===== src/rtl/hppc_pkg.sv =====
// ----------------------------------------------------------------------------
// hppc_pkg: shared definitions for the heater PID power controller
// Field widths, margins, register map and request function codes.
// ----------------------------------------------------------------------------
package hppc_pkg;

  // Fixed-point scaling of the gains and of the accumulated power
  localparam int unsigned FRACTION_BITS = 11;

  // Field widths
  localparam int unsigned TEMP_W   = 12;
  localparam int unsigned GAIN_W   = 16;
  localparam int unsigned FIXED_W  = 10;
  localparam int unsigned POWER_W  = 11;
  localparam int unsigned ACC_W    = 32;
  localparam int unsigned FUNC_W   = 2;
  localparam int unsigned S_DATA_W = 16;
  localparam int unsigned M_DATA_W = 16;
  localparam int unsigned ADDR_W   = 5;
  localparam int unsigned DATA_W   = 32;

  // Control thresholds in ADC counts
  localparam int unsigned ITER_ERR_LIMIT = 120;
  localparam int unsigned SET_MARGIN     = 400;
  localparam int unsigned LIMIT_MARGIN   = 100;
  localparam int unsigned CLEAR_MARGIN   = 2;
  localparam int unsigned SETCHG_MARGIN  = 20;

  // Register reset values
  localparam logic [TEMP_W-1:0]  TEMP_LIMIT_RST = 12'd4095;
  localparam logic [GAIN_W-1:0]  GAIN_P_RST     = 16'd10;
  localparam logic [GAIN_W-1:0]  GAIN_I_RST     = 16'd10;
  localparam logic [POWER_W-1:0] POWER_CAP_RST  = 11'd1480;

  // Register map (index = paddr / 4)
  typedef enum logic [2:0] {
    REG_DRIVE_ON    = 3'd0,
    REG_SETPOINT    = 3'd1,
    REG_TEMP_LIMIT  = 3'd2,
    REG_GAIN_P      = 3'd3,
    REG_GAIN_I      = 3'd4,
    REG_GAIN_D      = 3'd5,
    REG_FIXED_POWER = 3'd6,
    REG_POWER_CAP   = 3'd7
  } reg_idx_e;

  // Request function codes; the remaining code is a no-op
  localparam logic [FUNC_W-1:0] FUNC_SAMPLE   = 2'd0;
  localparam logic [FUNC_W-1:0] FUNC_RESTART  = 2'd1;
  localparam logic [FUNC_W-1:0] FUNC_SETPOINT = 2'd2;

endpackage


===== src/rtl/heater_pid_power_controller.sv =====
// ----------------------------------------------------------------------------
// heater_pid_power_controller: heater drive from temperature readings
// Cooling lockout, direct PI start-up and incremental PID, rounded and clamped.
// ----------------------------------------------------------------------------
// Usage:
//  - s_axis carries one request: tdata = temp_reading, tuser = func
//    (sample, PID restart, setpoint changed). Each request gives one result.
//  - m_axis carries the result: tdata = drive_power, tuser = cooling.
//  - An APB port writes and reads the eight control registers at 4*index.
//    Write registers only while no request is in flight.
//  - A request accepted into the input register is computed combinationally;
//    its result is registered in the output register as it leaves.
//  - Throughput: one request per cycle while the receiver takes results. The
//    controller state (accumulators, previous readings, lockout flag) updates as
//    a request leaves the input register, so the next request sees the new state.
//  - The datapath between the registers holds three 32-bit-result multipliers
//    (P, I and D terms) feeding one accumulate, round and clamp.
//  - When the receiver stalls, the result is held; the input register still
//    takes one more request, then s_axis_tready drops until the result leaves.
//  - Reset clears the controller state and loads the registers' reset values.
// ----------------------------------------------------------------------------
module heater_pid_power_controller (
  input  logic                            clk_i,
  input  logic                            rst_ni,
  // request stream
  input  logic                            s_axis_tvalid,
  output logic                            s_axis_tready,
  input  logic [hppc_pkg::S_DATA_W-1:0]   s_axis_tdata,  // [11:0] temp_reading
  input  logic [hppc_pkg::FUNC_W-1:0]     s_axis_tuser,  // [1:0] func
  // result stream
  output logic                            m_axis_tvalid,
  input  logic                            m_axis_tready,
  output logic [hppc_pkg::M_DATA_W-1:0]   m_axis_tdata,  // [10:0] drive_power
  output logic                            m_axis_tuser,  // [0] cooling
  // register port
  input  logic                            psel,
  input  logic                            penable,
  input  logic                            pwrite,
  input  logic [hppc_pkg::ADDR_W-1:0]     paddr,
  input  logic [hppc_pkg::DATA_W-1:0]     pwdata,
  output logic [hppc_pkg::DATA_W-1:0]     prdata,
  output logic                            pready
);

  localparam int unsigned TW = hppc_pkg::TEMP_W;
  localparam int unsigned AW = hppc_pkg::ACC_W;

  // Control registers
  logic                          drive_on_q;
  logic [TW-1:0]                 setpoint_q;
  logic [TW-1:0]                 temp_limit_q;
  logic [hppc_pkg::GAIN_W-1:0]   gain_p_q;
  logic [hppc_pkg::GAIN_W-1:0]   gain_i_q;
  logic [hppc_pkg::GAIN_W-1:0]   gain_d_q;
  logic [hppc_pkg::FIXED_W-1:0]  fixed_power_q;
  logic [hppc_pkg::POWER_W-1:0]  power_cap_q;
  logic                          cfg_wr;
  hppc_pkg::reg_idx_e            cfg_idx;

  // Input register
  logic                          in_valid_q;
  logic [hppc_pkg::FUNC_W-1:0]   func_q;
  logic [TW-1:0]                 temp_q;
  logic                          fire;

  // Controller state
  logic [TW-1:0]  prev_older_q, prev_older_d;
  logic [TW-1:0]  prev_temp_q, prev_temp_d;
  logic           iterating_q, iterating_d;
  logic [AW-1:0]  error_sum_q, error_sum_d;
  logic [AW-1:0]  power_acc_q, power_acc_d;
  logic           cooling_q, cooling_d;

  // Output register
  logic                          out_valid_q;
  logic [hppc_pkg::POWER_W-1:0]  out_power_q, out_power_d;
  logic                          out_cool_q, out_cool_d;

  // Datapath
  logic                  is_sample_on;
  logic                  trip, cool_set, cool_clear;
  logic [TW-1:0]         w_older, w_prev;
  logic                  w_iter;
  logic [AW-1:0]         w_sum, w_acc;
  logic signed [TW:0]    err, dtemp;
  logic signed [TW+2:0]  d2temp;
  logic                  direct, start_iter, iter_new;
  logic [AW-1:0]         sum_new;
  logic signed [TW:0]    op_p;
  logic signed [AW-1:0]  op_i;
  logic signed [AW-1:0]  prod_p, prod_i, prod_d;
  logic [AW-1:0]         acc_base, acc_new, rounded, shifted;
  logic [hppc_pkg::POWER_W-1:0] pid_power;

  // --------------------------------------------------------------------------
  // Register port
  // --------------------------------------------------------------------------
  assign pready  = 1'b1;
  assign cfg_wr  = psel & penable & pwrite & pready;
  assign cfg_idx = hppc_pkg::reg_idx_e'(paddr[4:2]);

  always_ff @(posedge clk_i or negedge rst_ni) begin
    if (!rst_ni) begin
      drive_on_q    <= 1'b0;
      setpoint_q    <= '0;
      temp_limit_q  <= hppc_pkg::TEMP_LIMIT_RST;
      gain_p_q      <= hppc_pkg::GAIN_P_RST;
      gain_i_q      <= hppc_pkg::GAIN_I_RST;
      gain_d_q      <= '0;
      fixed_power_q <= '0;
      power_cap_q   <= hppc_pkg::POWER_CAP_RST;
    end else if (cfg_wr) begin
      case (cfg_idx)
        hppc_pkg::REG_DRIVE_ON:    drive_on_q    <= pwdata[0];
        hppc_pkg::REG_SETPOINT:    setpoint_q    <= pwdata[TW-1:0];
        hppc_pkg::REG_TEMP_LIMIT:  temp_limit_q  <= pwdata[TW-1:0];
        hppc_pkg::REG_GAIN_P:      gain_p_q      <= pwdata[hppc_pkg::GAIN_W-1:0];
        hppc_pkg::REG_GAIN_I:      gain_i_q      <= pwdata[hppc_pkg::GAIN_W-1:0];
        hppc_pkg::REG_GAIN_D:      gain_d_q      <= pwdata[hppc_pkg::GAIN_W-1:0];
        hppc_pkg::REG_FIXED_POWER: fixed_power_q <= pwdata[hppc_pkg::FIXED_W-1:0];
        hppc_pkg::REG_POWER_CAP:   power_cap_q   <= pwdata[hppc_pkg::POWER_W-1:0];
        default: ;
      endcase
    end
  end

  // Read back the addressed register
  always_comb begin
    prdata = '0;
    case (cfg_idx)
      hppc_pkg::REG_DRIVE_ON:    prdata = {31'd0, drive_on_q};
      hppc_pkg::REG_SETPOINT:    prdata = 32'(setpoint_q);
      hppc_pkg::REG_TEMP_LIMIT:  prdata = 32'(temp_limit_q);
      hppc_pkg::REG_GAIN_P:      prdata = 32'(gain_p_q);
      hppc_pkg::REG_GAIN_I:      prdata = 32'(gain_i_q);
      hppc_pkg::REG_GAIN_D:      prdata = 32'(gain_d_q);
      hppc_pkg::REG_FIXED_POWER: prdata = 32'(fixed_power_q);
      hppc_pkg::REG_POWER_CAP:   prdata = 32'(power_cap_q);
      default:                   prdata = '0;
    endcase
  end

  // --------------------------------------------------------------------------
  // Handshake: advance the input register when the output register is free
  // --------------------------------------------------------------------------
  assign fire          = in_valid_q & (~out_valid_q | m_axis_tready);
  assign s_axis_tready = ~in_valid_q | fire;

  always_ff @(posedge clk_i or negedge rst_ni) begin
    if (!rst_ni) begin
      in_valid_q <= 1'b0;
    end else if (s_axis_tvalid && s_axis_tready) begin
      in_valid_q <= 1'b1;
    end else if (fire) begin
      in_valid_q <= 1'b0;
    end
  end

  always_ff @(posedge clk_i) begin
    if (s_axis_tvalid && s_axis_tready) begin
      func_q <= s_axis_tuser;
      temp_q <= s_axis_tdata[TW-1:0];
    end
  end

  // --------------------------------------------------------------------------
  // Cooling lockout: trip on overheat, clear below setpoint minus margin
  // --------------------------------------------------------------------------
  assign is_sample_on = (func_q == hppc_pkg::FUNC_SAMPLE) & drive_on_q;
  assign trip = ({1'b0, temp_q} >= {1'b0, temp_limit_q} + 13'(hppc_pkg::LIMIT_MARGIN))
              | ({1'b0, temp_q} >  {1'b0, setpoint_q} + 13'(hppc_pkg::SET_MARGIN));
  assign cool_set   = cooling_q | trip;
  assign cool_clear = cool_set &
                      ({1'b0, temp_q} + 13'(hppc_pkg::CLEAR_MARGIN) < {1'b0, setpoint_q});

  // Clearing the lockout restarts the PID before this sample runs
  always_comb begin
    if (is_sample_on && cool_clear) begin
      w_older = '0;
      w_prev  = '0;
      w_iter  = 1'b0;
      w_sum   = '0;
      w_acc   = '0;
    end else begin
      w_older = prev_older_q;
      w_prev  = prev_temp_q;
      w_iter  = iterating_q;
      w_sum   = error_sum_q;
      w_acc   = power_acc_q;
    end
  end

  // --------------------------------------------------------------------------
  // PID terms: the P and I multipliers are shared between the two forms
  // --------------------------------------------------------------------------
  assign err    = $signed({1'b0, setpoint_q}) - $signed({1'b0, temp_q});
  assign dtemp  = $signed({1'b0, w_prev}) - $signed({1'b0, temp_q});
  assign d2temp = $signed({3'b000, w_older}) + $signed({3'b000, temp_q})
                - $signed({2'b00, w_prev, 1'b0});

  assign direct     = (w_older == '0);
  assign start_iter = direct & (err < $signed(13'(hppc_pkg::ITER_ERR_LIMIT))) & ~w_iter;
  assign iter_new   = w_iter | start_iter;
  assign acc_base   = start_iter ? '0 : w_acc;
  assign sum_new    = (start_iter ? '0 : w_sum) + {{(AW-TW-1){err[TW]}}, err};

  assign op_p = direct ? err : dtemp;
  assign op_i = direct ? $signed(sum_new) : $signed({{(AW-TW-1){err[TW]}}, err});

  assign prod_p = $signed({1'b0, gain_p_q}) * op_p;
  assign prod_i = $signed({1'b0, gain_i_q}) * op_i;
  assign prod_d = $signed({1'b0, gain_d_q}) * d2temp;

  assign acc_new = direct ? (prod_p + prod_i)
                          : (acc_base + prod_p + prod_i + prod_d);

  // Round, drop negatives and clamp to the power cap
  assign rounded = acc_new + (AW'(1) << (hppc_pkg::FRACTION_BITS - 1));
  assign shifted = rounded >> hppc_pkg::FRACTION_BITS;

  always_comb begin
    if (rounded[AW-1]) begin
      pid_power = '0;
    end else if (shifted > AW'(power_cap_q)) begin
      pid_power = power_cap_q;
    end else begin
      pid_power = shifted[hppc_pkg::POWER_W-1:0];
    end
  end

  // --------------------------------------------------------------------------
  // Next state and result per request function
  // --------------------------------------------------------------------------
  always_comb begin
    prev_older_d = prev_older_q;
    prev_temp_d  = prev_temp_q;
    iterating_d  = iterating_q;
    error_sum_d  = error_sum_q;
    power_acc_d  = power_acc_q;
    cooling_d    = cooling_q;
    out_power_d  = '0;
    out_cool_d   = cooling_q;
    case (func_q)
      hppc_pkg::FUNC_SAMPLE: begin
        if (drive_on_q) begin
          cooling_d = cool_set & ~cool_clear;
          if (cool_set && !cool_clear) begin
            // lockout holds; power stays zero
            out_power_d = '0;
          end else begin
            prev_older_d = iter_new ? w_prev : w_older;
            prev_temp_d  = temp_q;
            iterating_d  = iter_new;
            error_sum_d  = direct ? sum_new : w_sum;
            power_acc_d  = acc_new;
            out_power_d  = pid_power;
          end
          out_cool_d = cooling_d;
        end else begin
          out_power_d = hppc_pkg::POWER_W'(fixed_power_q);
          out_cool_d  = 1'b0;
        end
      end
      hppc_pkg::FUNC_RESTART: begin
        prev_older_d = '0;
        prev_temp_d  = temp_q;
        iterating_d  = 1'b0;
        error_sum_d  = '0;
        power_acc_d  = '0;
      end
      hppc_pkg::FUNC_SETPOINT: begin
        if (drive_on_q) begin
          prev_older_d = '0;
          prev_temp_d  = temp_q;
          iterating_d  = 1'b0;
          error_sum_d  = '0;
          power_acc_d  = '0;
        end
        cooling_d  = ({1'b0, temp_q} > {1'b0, setpoint_q} + 13'(hppc_pkg::SETCHG_MARGIN));
        out_cool_d = cooling_d;
      end
      default: ;
    endcase
  end

  // Commit state as the request leaves the input register
  always_ff @(posedge clk_i or negedge rst_ni) begin
    if (!rst_ni) begin
      prev_older_q <= '0;
      prev_temp_q  <= '0;
      iterating_q  <= 1'b0;
      error_sum_q  <= '0;
      power_acc_q  <= '0;
      cooling_q    <= 1'b0;
    end else if (fire) begin
      prev_older_q <= prev_older_d;
      prev_temp_q  <= prev_temp_d;
      iterating_q  <= iterating_d;
      error_sum_q  <= error_sum_d;
      power_acc_q  <= power_acc_d;
      cooling_q    <= cooling_d;
    end
  end

  // --------------------------------------------------------------------------
  // Output register: hold the result until taken
  // --------------------------------------------------------------------------
  always_ff @(posedge clk_i or negedge rst_ni) begin
    if (!rst_ni) begin
      out_valid_q <= 1'b0;
    end else if (fire) begin
      out_valid_q <= 1'b1;
    end else if (m_axis_tready) begin
      out_valid_q <= 1'b0;
    end
  end

  always_ff @(posedge clk_i) begin
    if (fire) begin
      out_power_q <= out_power_d;
      out_cool_q  <= out_cool_d;
    end
  end

  assign m_axis_tvalid = out_valid_q;
  assign m_axis_tdata  = hppc_pkg::M_DATA_W'(out_power_q);
  assign m_axis_tuser  = out_cool_q;

  // --------------------------------------------------------------------------
  // Assertions
  // --------------------------------------------------------------------------
  // A result that reports cooling never drives the heater
  a_cool_no_power: assert property (@(posedge clk_i) disable iff (!rst_ni)
    (out_valid_q && out_cool_q) |-> (out_power_q == '0))
    else $error("cooling result carries nonzero power");

  // An older sample is only held in the incremental form
  a_older_iter: assert property (@(posedge clk_i) disable iff (!rst_ni)
    (prev_older_q != '0) |-> iterating_q)
    else $error("older sample held while not iterating");

  // Every request leaving the input register lands in the output register
  a_fire_out: assert property (@(posedge clk_i) disable iff (!rst_ni)
    fire |=> out_valid_q)
    else $error("processed request lost");

  // The lockout only sets when a request is processed
  a_cool_rise: assert property (@(posedge clk_i) disable iff (!rst_ni)
    $rose(cooling_q) |-> $past(fire))
    else $error("lockout set without a request");

  // A stalled result blocks the input register
  a_stall_hold: assert property (@(posedge clk_i) disable iff (!rst_ni)
    (out_valid_q && !m_axis_tready) |=> ($stable(power_acc_q) && $stable(error_sum_q)))
    else $error("state changed while result stalled");

endmodule

===== config.mk =====
export PLATFORM = sky130hd
export DESIGN_NAME = heater_pid_power_controller
export DESIGN_NICKNAME = d
export VERILOG_FILES = /design/src/rtl/hppc_pkg.sv /design/src/rtl/heater_pid_power_controller.sv
export SDC_FILE = /design/constraint.sdc
export NUM_CORES = 2
export LEC_CHECK = 0
export BUFFER_PORTS_ARGS = -buffer_cell sky130_fd_sc_hd__buf_2
export CORE_ASPECT_RATIO = 1.4
export CORE_MARGIN = 5
export CORE_UTILIZATION = 65
export CTS_CLUSTER_DIAMETER = 100
export DETAILED_ROUTE_END_ITERATION = 7
export PLACE_DENSITY = 0.92
export SLEW_MARGIN = 20
export SYNTH_ARGS = -nofsm -noshare
export SYNTH_HDL_FRONTEND = slang
export SYNTH_SLANG_ARGS = --single-unit

===== constraint.sdc =====
create_clock -name clk_i -period 45.8 [get_ports clk_i]
set_input_delay 4.58 -clock clk_i [delete_from_list [all_inputs] [get_ports clk_i]]
set_output_delay 4.58 -clock clk_i [all_outputs]
set_load 0.005 [all_outputs]

Word level (Yosys, flattened, before mapping):

Cells that the tools add are included.
Widths: inputs -> output; s select.

* output and inout port bits: 52
* word-level logic and storage cells: 141
* register bits: 212
* bits of input ports: 62

* muxes and demuxes: 44
* $mul: 3
* add/sub/neg operators: 14
* bitwise operators: 19
* reductions and logical operators: 22
* $lt $le $gt $ge: 6
* eq/ne operators: 12

Operator list (number)
* $mux 32: 12
* $pmux 32 s8: 1
* $pmux 32 s3: 2
* $add 32x32->32: 5
* $mux 12: 9
* $pmux 12 s3: 2
* $add 32x11->32 const B: 1
* $mul 17x32->32: 1
* $mul 17x14->31: 1
* $mul 17x13->30: 1
* $mux 10: 3
* $gt 12x13->1: 2
* $sub 12x12->13: 2
* $gt 21x11->1: 1
* $reduce_and 2->1: 8
* $sub 13x13->14: 1
* $add 12x12->13: 1
* $add 12x2->13 const B: 1
* $add 12x5->13 const B: 1
* $add 12x7->13 const B: 1
* $add 12x9->13 const B: 1
* $ge 12x13->1: 1
* $lt 13x12->1: 1
* $lt 13x8->1 const B: 1
* 24 further kinds: 60

Logic depth before layout (Yosys ltp):

* depth in word-level cells: 23
* depth in mapped cells: 82
* gate-level depth less buffers: 75

Worst setup path after synthesis:

OpenSTA, ideal clock, no wires.

* kind: reg2reg
* start point: reg temp_limit_q[2]
* end point: reg out_power_q[0] (netlist name) (data pin)
* required time: 45.528 ns
* setup time: 0.272 ns
* arrival time: 15.690 ns
* setup slack: 29.838 ns
* clock period less this slack: 15.962 ns
* path buffers: 7
* cell stages (with the launch flop): 76
* path through: dfstp_2 -> ha_1 -> a21oi_1 -> nand2b_1 -> nand2_1 -> xor2_1 -> ha_1 -> a211o_1 -> a2111oi_0 -> o211ai_1 -> nand3_1 -> a2111o_1 -> and2_1 -> buf_6 -> clkbuf_1 -> clkbuf_1 -> clkbuf_1 -> nor2_1 -> (+40 left out) -> fa_1 -> inv_1 -> ha_1 -> a21o_1 -> nand2_1 -> nand2_1 -> a311o_1 -> a31o_2 -> a21oi_1 -> xnor2_1 -> a21oi_1 -> nor3_1 -> a2111oi_0 -> a41oi_1 -> nor3_2 -> buf_4 -> mux2i_1 -> o31ai_2

* longest elaborated chain between the ends: 23
* elaborated cells between the ends (all ways): 39
* those cells by class: add/sub: 10; mul: 3; order compare: 2; mux: 14; bitwise: 6; reduce/logical: 4

Ends and longest elaborated chain
* start, declared: RTL line heater_pid_power_controller.sv:51 `logic [TW-1:0] temp_limit_q;`
* start signal, assigned: RTL line heater_pid_power_controller.sv:106 `temp_limit_q <= hppc_pkg::TEMP_LIMIT_RST;`
* start signal, assigned: RTL line heater_pid_power_controller.sv:116 `hppc_pkg::REG_TEMP_LIMIT: temp_limit_q <= pwdata[TW-1:0];`
* $add 12x7->13 *: RTL line heater_pid_power_controller.sv:170 `assign trip = ({1'b0, temp_q} >= {1'b0, temp_limit_q} + 13'(hppc_pkg::LIMIT_MARGIN))`
* $ge 12x13->1 *: RTL line heater_pid_power_controller.sv:170
* $or 1x1->1 *: RTL line heater_pid_power_controller.sv:171 `| ({1'b0, temp_q} > {1'b0, setpoint_q} + 13'(hppc_pkg::SET_MARGIN));`
* $or 1x1->1 *: RTL line heater_pid_power_controller.sv:172 `assign cool_set = cooling_q | trip;`
* $and 1x1->1: RTL line heater_pid_power_controller.sv:173 `assign cool_clear = cool_set &`
* $logic_and 1x1->1: RTL line heater_pid_power_controller.sv:178 `if (is_sample_on && cool_clear) begin`
* $mux 12: RTL line heater_pid_power_controller.sv:178
* $logic_not 12->1: RTL line heater_pid_power_controller.sv:201 `assign direct = (w_older == '0);`
* (+6 left out)
* $add 32x32->32 (2 in series): RTL line heater_pid_power_controller.sv:215 `: (acc_base + prod_p + prod_i + prod_d);`
* $mux 32: RTL line heater_pid_power_controller.sv:214 `assign acc_new = direct ? (prod_p + prod_i)`
* $add 32x11->32: RTL line heater_pid_power_controller.sv:218 `assign rounded = acc_new + (AW'(1) << (hppc_pkg::FRACTION_BITS - 1));`
* $gt 21x11->1: RTL line heater_pid_power_controller.sv:224 `end else if (shifted > AW'(power_cap_q)) begin`
* $mux 11: RTL line heater_pid_power_controller.sv:224
* $mux 10: RTL line heater_pid_power_controller.sv:222 `if (rounded[AW-1]) begin`
* $mux 10 *: RTL line heater_pid_power_controller.sv:247 `if (cool_set && !cool_clear) begin`
* $mux 10 *: RTL line heater_pid_power_controller.sv:245 `if (drive_on_q) begin`
* end signal, assigned: RTL line heater_pid_power_controller.sv:320 `out_power_q <= out_power_d;`
* end, declared: RTL line heater_pid_power_controller.sv:76 `logic [hppc_pkg::POWER_W-1:0] out_power_q, out_power_d;`

Mark *: on every way between the ends. The rest lies on a longest branch, timed or not.
A chain may end at the register's enable or synchronous reset.

Worst setup path in the final report:

* start point: reg setpoint_q[7]
* end point: reg out_power_q[8] (netlist name) (data pin)

* longest elaborated chain between the ends: 23
* elaborated cells between the ends (all ways): 42
* those cells by class: add/sub: 11; mul: 3; order compare: 4; mux: 14; bitwise: 6; reduce/logical: 4

Ends and longest elaborated chain
* start, declared: RTL line heater_pid_power_controller.sv:50 `logic [TW-1:0] setpoint_q;`
* start signal, assigned: RTL line heater_pid_power_controller.sv:115 `hppc_pkg::REG_SETPOINT: setpoint_q <= pwdata[TW-1:0];`
* $add 12x9->13: RTL line heater_pid_power_controller.sv:171
* $gt 12x13->1: RTL line heater_pid_power_controller.sv:171
* $or 1x1->1: RTL line heater_pid_power_controller.sv:171
* $or 1x1->1: RTL line heater_pid_power_controller.sv:172
* $and 1x1->1: RTL line heater_pid_power_controller.sv:173
* $logic_and 1x1->1: RTL line heater_pid_power_controller.sv:178
* $mux 12: RTL line heater_pid_power_controller.sv:178
* $logic_not 12->1: RTL line heater_pid_power_controller.sv:201
* (+6 left out)
* $add 32x32->32 (2 in series): RTL line heater_pid_power_controller.sv:215
* $mux 32: RTL line heater_pid_power_controller.sv:214
* $add 32x11->32: RTL line heater_pid_power_controller.sv:218
* $gt 21x11->1: RTL line heater_pid_power_controller.sv:224
* $mux 11: RTL line heater_pid_power_controller.sv:224
* $mux 10: RTL line heater_pid_power_controller.sv:222
* $mux 10 *: RTL line heater_pid_power_controller.sv:247
* $mux 10 *: RTL line heater_pid_power_controller.sv:245

Marked as above.

==> run metrics <==
outcome=finished, final reports clean; largest net degree at the start of global routing=72; Site Rows=116; Worst Path Arrival=19.22 ns; initial antenna violation count=8; Post-synth EDFFs=26; Hold Slack=0.483 ns; reg-to-reg endpoint=out_power_q[8]; Hold Path Sink=power_acc_q[20]; PortBufs=69; Tightest Hold Check Type=flop to flop; DRT Pass-1 Iters=8; R2R depth=67; Max Cap Viol=0; CTS Hold Buffers Added=0; total number of vias=40.0k; final max-slew violation count=0; area leader, netlist=fa_1; skew final=0.0260 ns; all-layer global routing usage=36.7%; final hold vios=0; Slew headroom=20.3%; Core Footprint=71,400 um2; endpoint class of the critical path=flop; vias in the first global route=43.1k; first-pass GRT wire length=224 mm; RSZ-0062 raised after global routing=no; CTS tree=yes; Mapped Cells=5,398; kind of critical path=flop to flop; Clock Tree Root=clkbuf_16; Max Clk Rate=53.0 MHz; layout cell share with drive strength beyond 1=6.57%; die area=77,500 um2; Final #Nets=6,624; Worst-path clk slew=0.07 ns; Routed WL=143 mm; slowest stage cell, crit path=and2_2; Die X=237 um; post-cts sizing count=0; period utilization=41.2%; Sink Count=212; post-route ant nets=0; Avg WL per Cell=22.6 um; Area contributors post-synth=fa_1, ha_1, dfrtp_1; hold path depth=2; CTS Buf Count=25; commonest non-fill, non-tap cell in the layout=inv_1; ys async rst share=87.7%; Max clock buf depth=3; H-tree levels=1; DR vias/cell=6.31; worst-path fanout max=62; synthesized area per cell=8.66 um2; commonest cells after routing, fill and taps aside=inv_1, nand2_1, fa_1; slowest stage delay, CP=0.74 ns; Die H=327 um; crit path launch type=flop; Top Ports=114; setup TNS=0 ns; Yosys reg bits=212; endpoints failing setup=0; Seq/Total Area, Yosys=11.7%; worst hold start=power_acc_q[20]; initial DRC count=3,673; Netlist cell types=87; reg-to-reg slack, setup=26.94 ns; post-synth top area share=30.0%; postcts setup bufs=0; GRT Residual Overflow=0; detailed-route DRC error count=0; Mapped Area=46,800 um2; Starting Density=65.5%; RePlAce Congestion=1.05; Worst Tran Pin Value=1.20 ns; Req. time, crit path=46.16 ns; Final min period=18.86 ns; YS warnings=0; most frequently used flop master after synthesis=dfrtp_1; Clock Latency Late Sink=0.58 ns; Post-DP HPWL=112 mm; FF-to-FF Start=setpoint_q[7]; Area growth, synth to finish=4.65%
## flip-flops by register name, indices dropped and copies added, names as in the netlist
register       cells
gain_i_q          16
gain_d_q          16
m_axis_tuser       1
cooling_q          1
temp_q            12
m_axis_tvalid      1
gain_p_q          16
prev_temp_q       12
prev_older_q      12
out_power_q       11
temp_limit_q      12
setpoint_q        12
fixed_power_q     10
power_cap_q       11
error_sum_q       32
drive_on_q         1
in_valid_q         1
func_q             2
iterating_q        1
power_acc_q       32
## cell families (layout without fill, tap and decap cells)
family	after synthesis	count (layout)	synth area share [%]
AND/OR/NAND/NOR	1620	1620	16.7
buffers and inverters	1234	1203	10.2
adder cells (fa/ha/maj)	1194	1194	43.2
AO/OA/AOI/OAI	787	787	11.0
XOR/XNOR	238	238	4.59
flip-flops	212	212	11.7
multiplexers	111	111	2.66
other	2	25	0.0161
## per-stage QoR
| stage | std cells | instance area, um2 | setup slack (ns) | util, % |
|---|---|---|---|---|
| after detailed placement | 6285 | 48100 | 27.21 | 67.3 |
| after global placement | 6285 | 48100 | 27.33 | 67.3 |
| after CTS | 6331 | 48900 | 27.07 | 68.5 |
| after global routing | 6331 | 48900 | 25.90 | 68.5 |
| final | 6334 | 48900 | 26.94 | 68.5 |
| after floorplan | 5418 | 46800 | 29.84 | - |
## worst max path at each step
stage / start / endpoint / slack, ns / cells after the start
after global routing: temp_limit_q[2] / out_power_q[9] / 25.90 / 75
final: setpoint_q[7] / out_power_q[8] / 26.94 / 67
after detailed placement: setpoint_q[7] / out_power_q[8] / 27.21 / 66
after global placement: temp_limit_q[2] / out_power_q[8] / 27.33 / 72
after floorplan: temp_limit_q[2] / out_power_q[0] / 29.84 / 75
after CTS: setpoint_q[7] / out_power_q[0] / 27.07 / 70
## routing by layer
layer,global-route usage (%),share of wire [%],up-vias
met5,0,0.0049,-
li1,-,-,17000
met1,39.9,31,19300
met4,30.8,11,2
met2,60.7,46,2709
met3,8.31,11,995
## critical path: cells and delay by family (launching register included)
family	cells	cell delay, ns
multiplexers	1	0.24
AO/OA/AOI/OAI	19	4.44
adder cells (fa/ha/maj)	13	5.57
XOR/XNOR	5	1.15
AND/OR/NAND/NOR	18	4.63
buffers and inverters	11	1.91
flip-flops	1	0.68
## synthesized netlist by cell type, drive strengths merged (86+ instances only)
| cell type | n |
|---|---|
| a21oi | 182 |
| and2 | 340 |
| clkbuf | 178 |
| dfrtp | 165 |
| fa | 701 |
| ha | 493 |
| inv | 1008 |
| nand2 | 705 |
| nor2 | 193 |
| nor2b | 86 |
| o21ai | 212 |
| xnor2 | 163 |
## final cells by class
class                   instances  area, um2
flip-flops and latches        212       5460
multi-input cells            3972      36700
clock inverters                 9       96.3
repair buffers                147        940
inverters                    1010       3790
well taps                     944       1180
fillers                      5124      22500
diodes                          3       7.51
clock buffers                  37        732
Power is not shown: default switching activity piles up to over one toggle a cycle in this logic, so the estimate is an artifact.
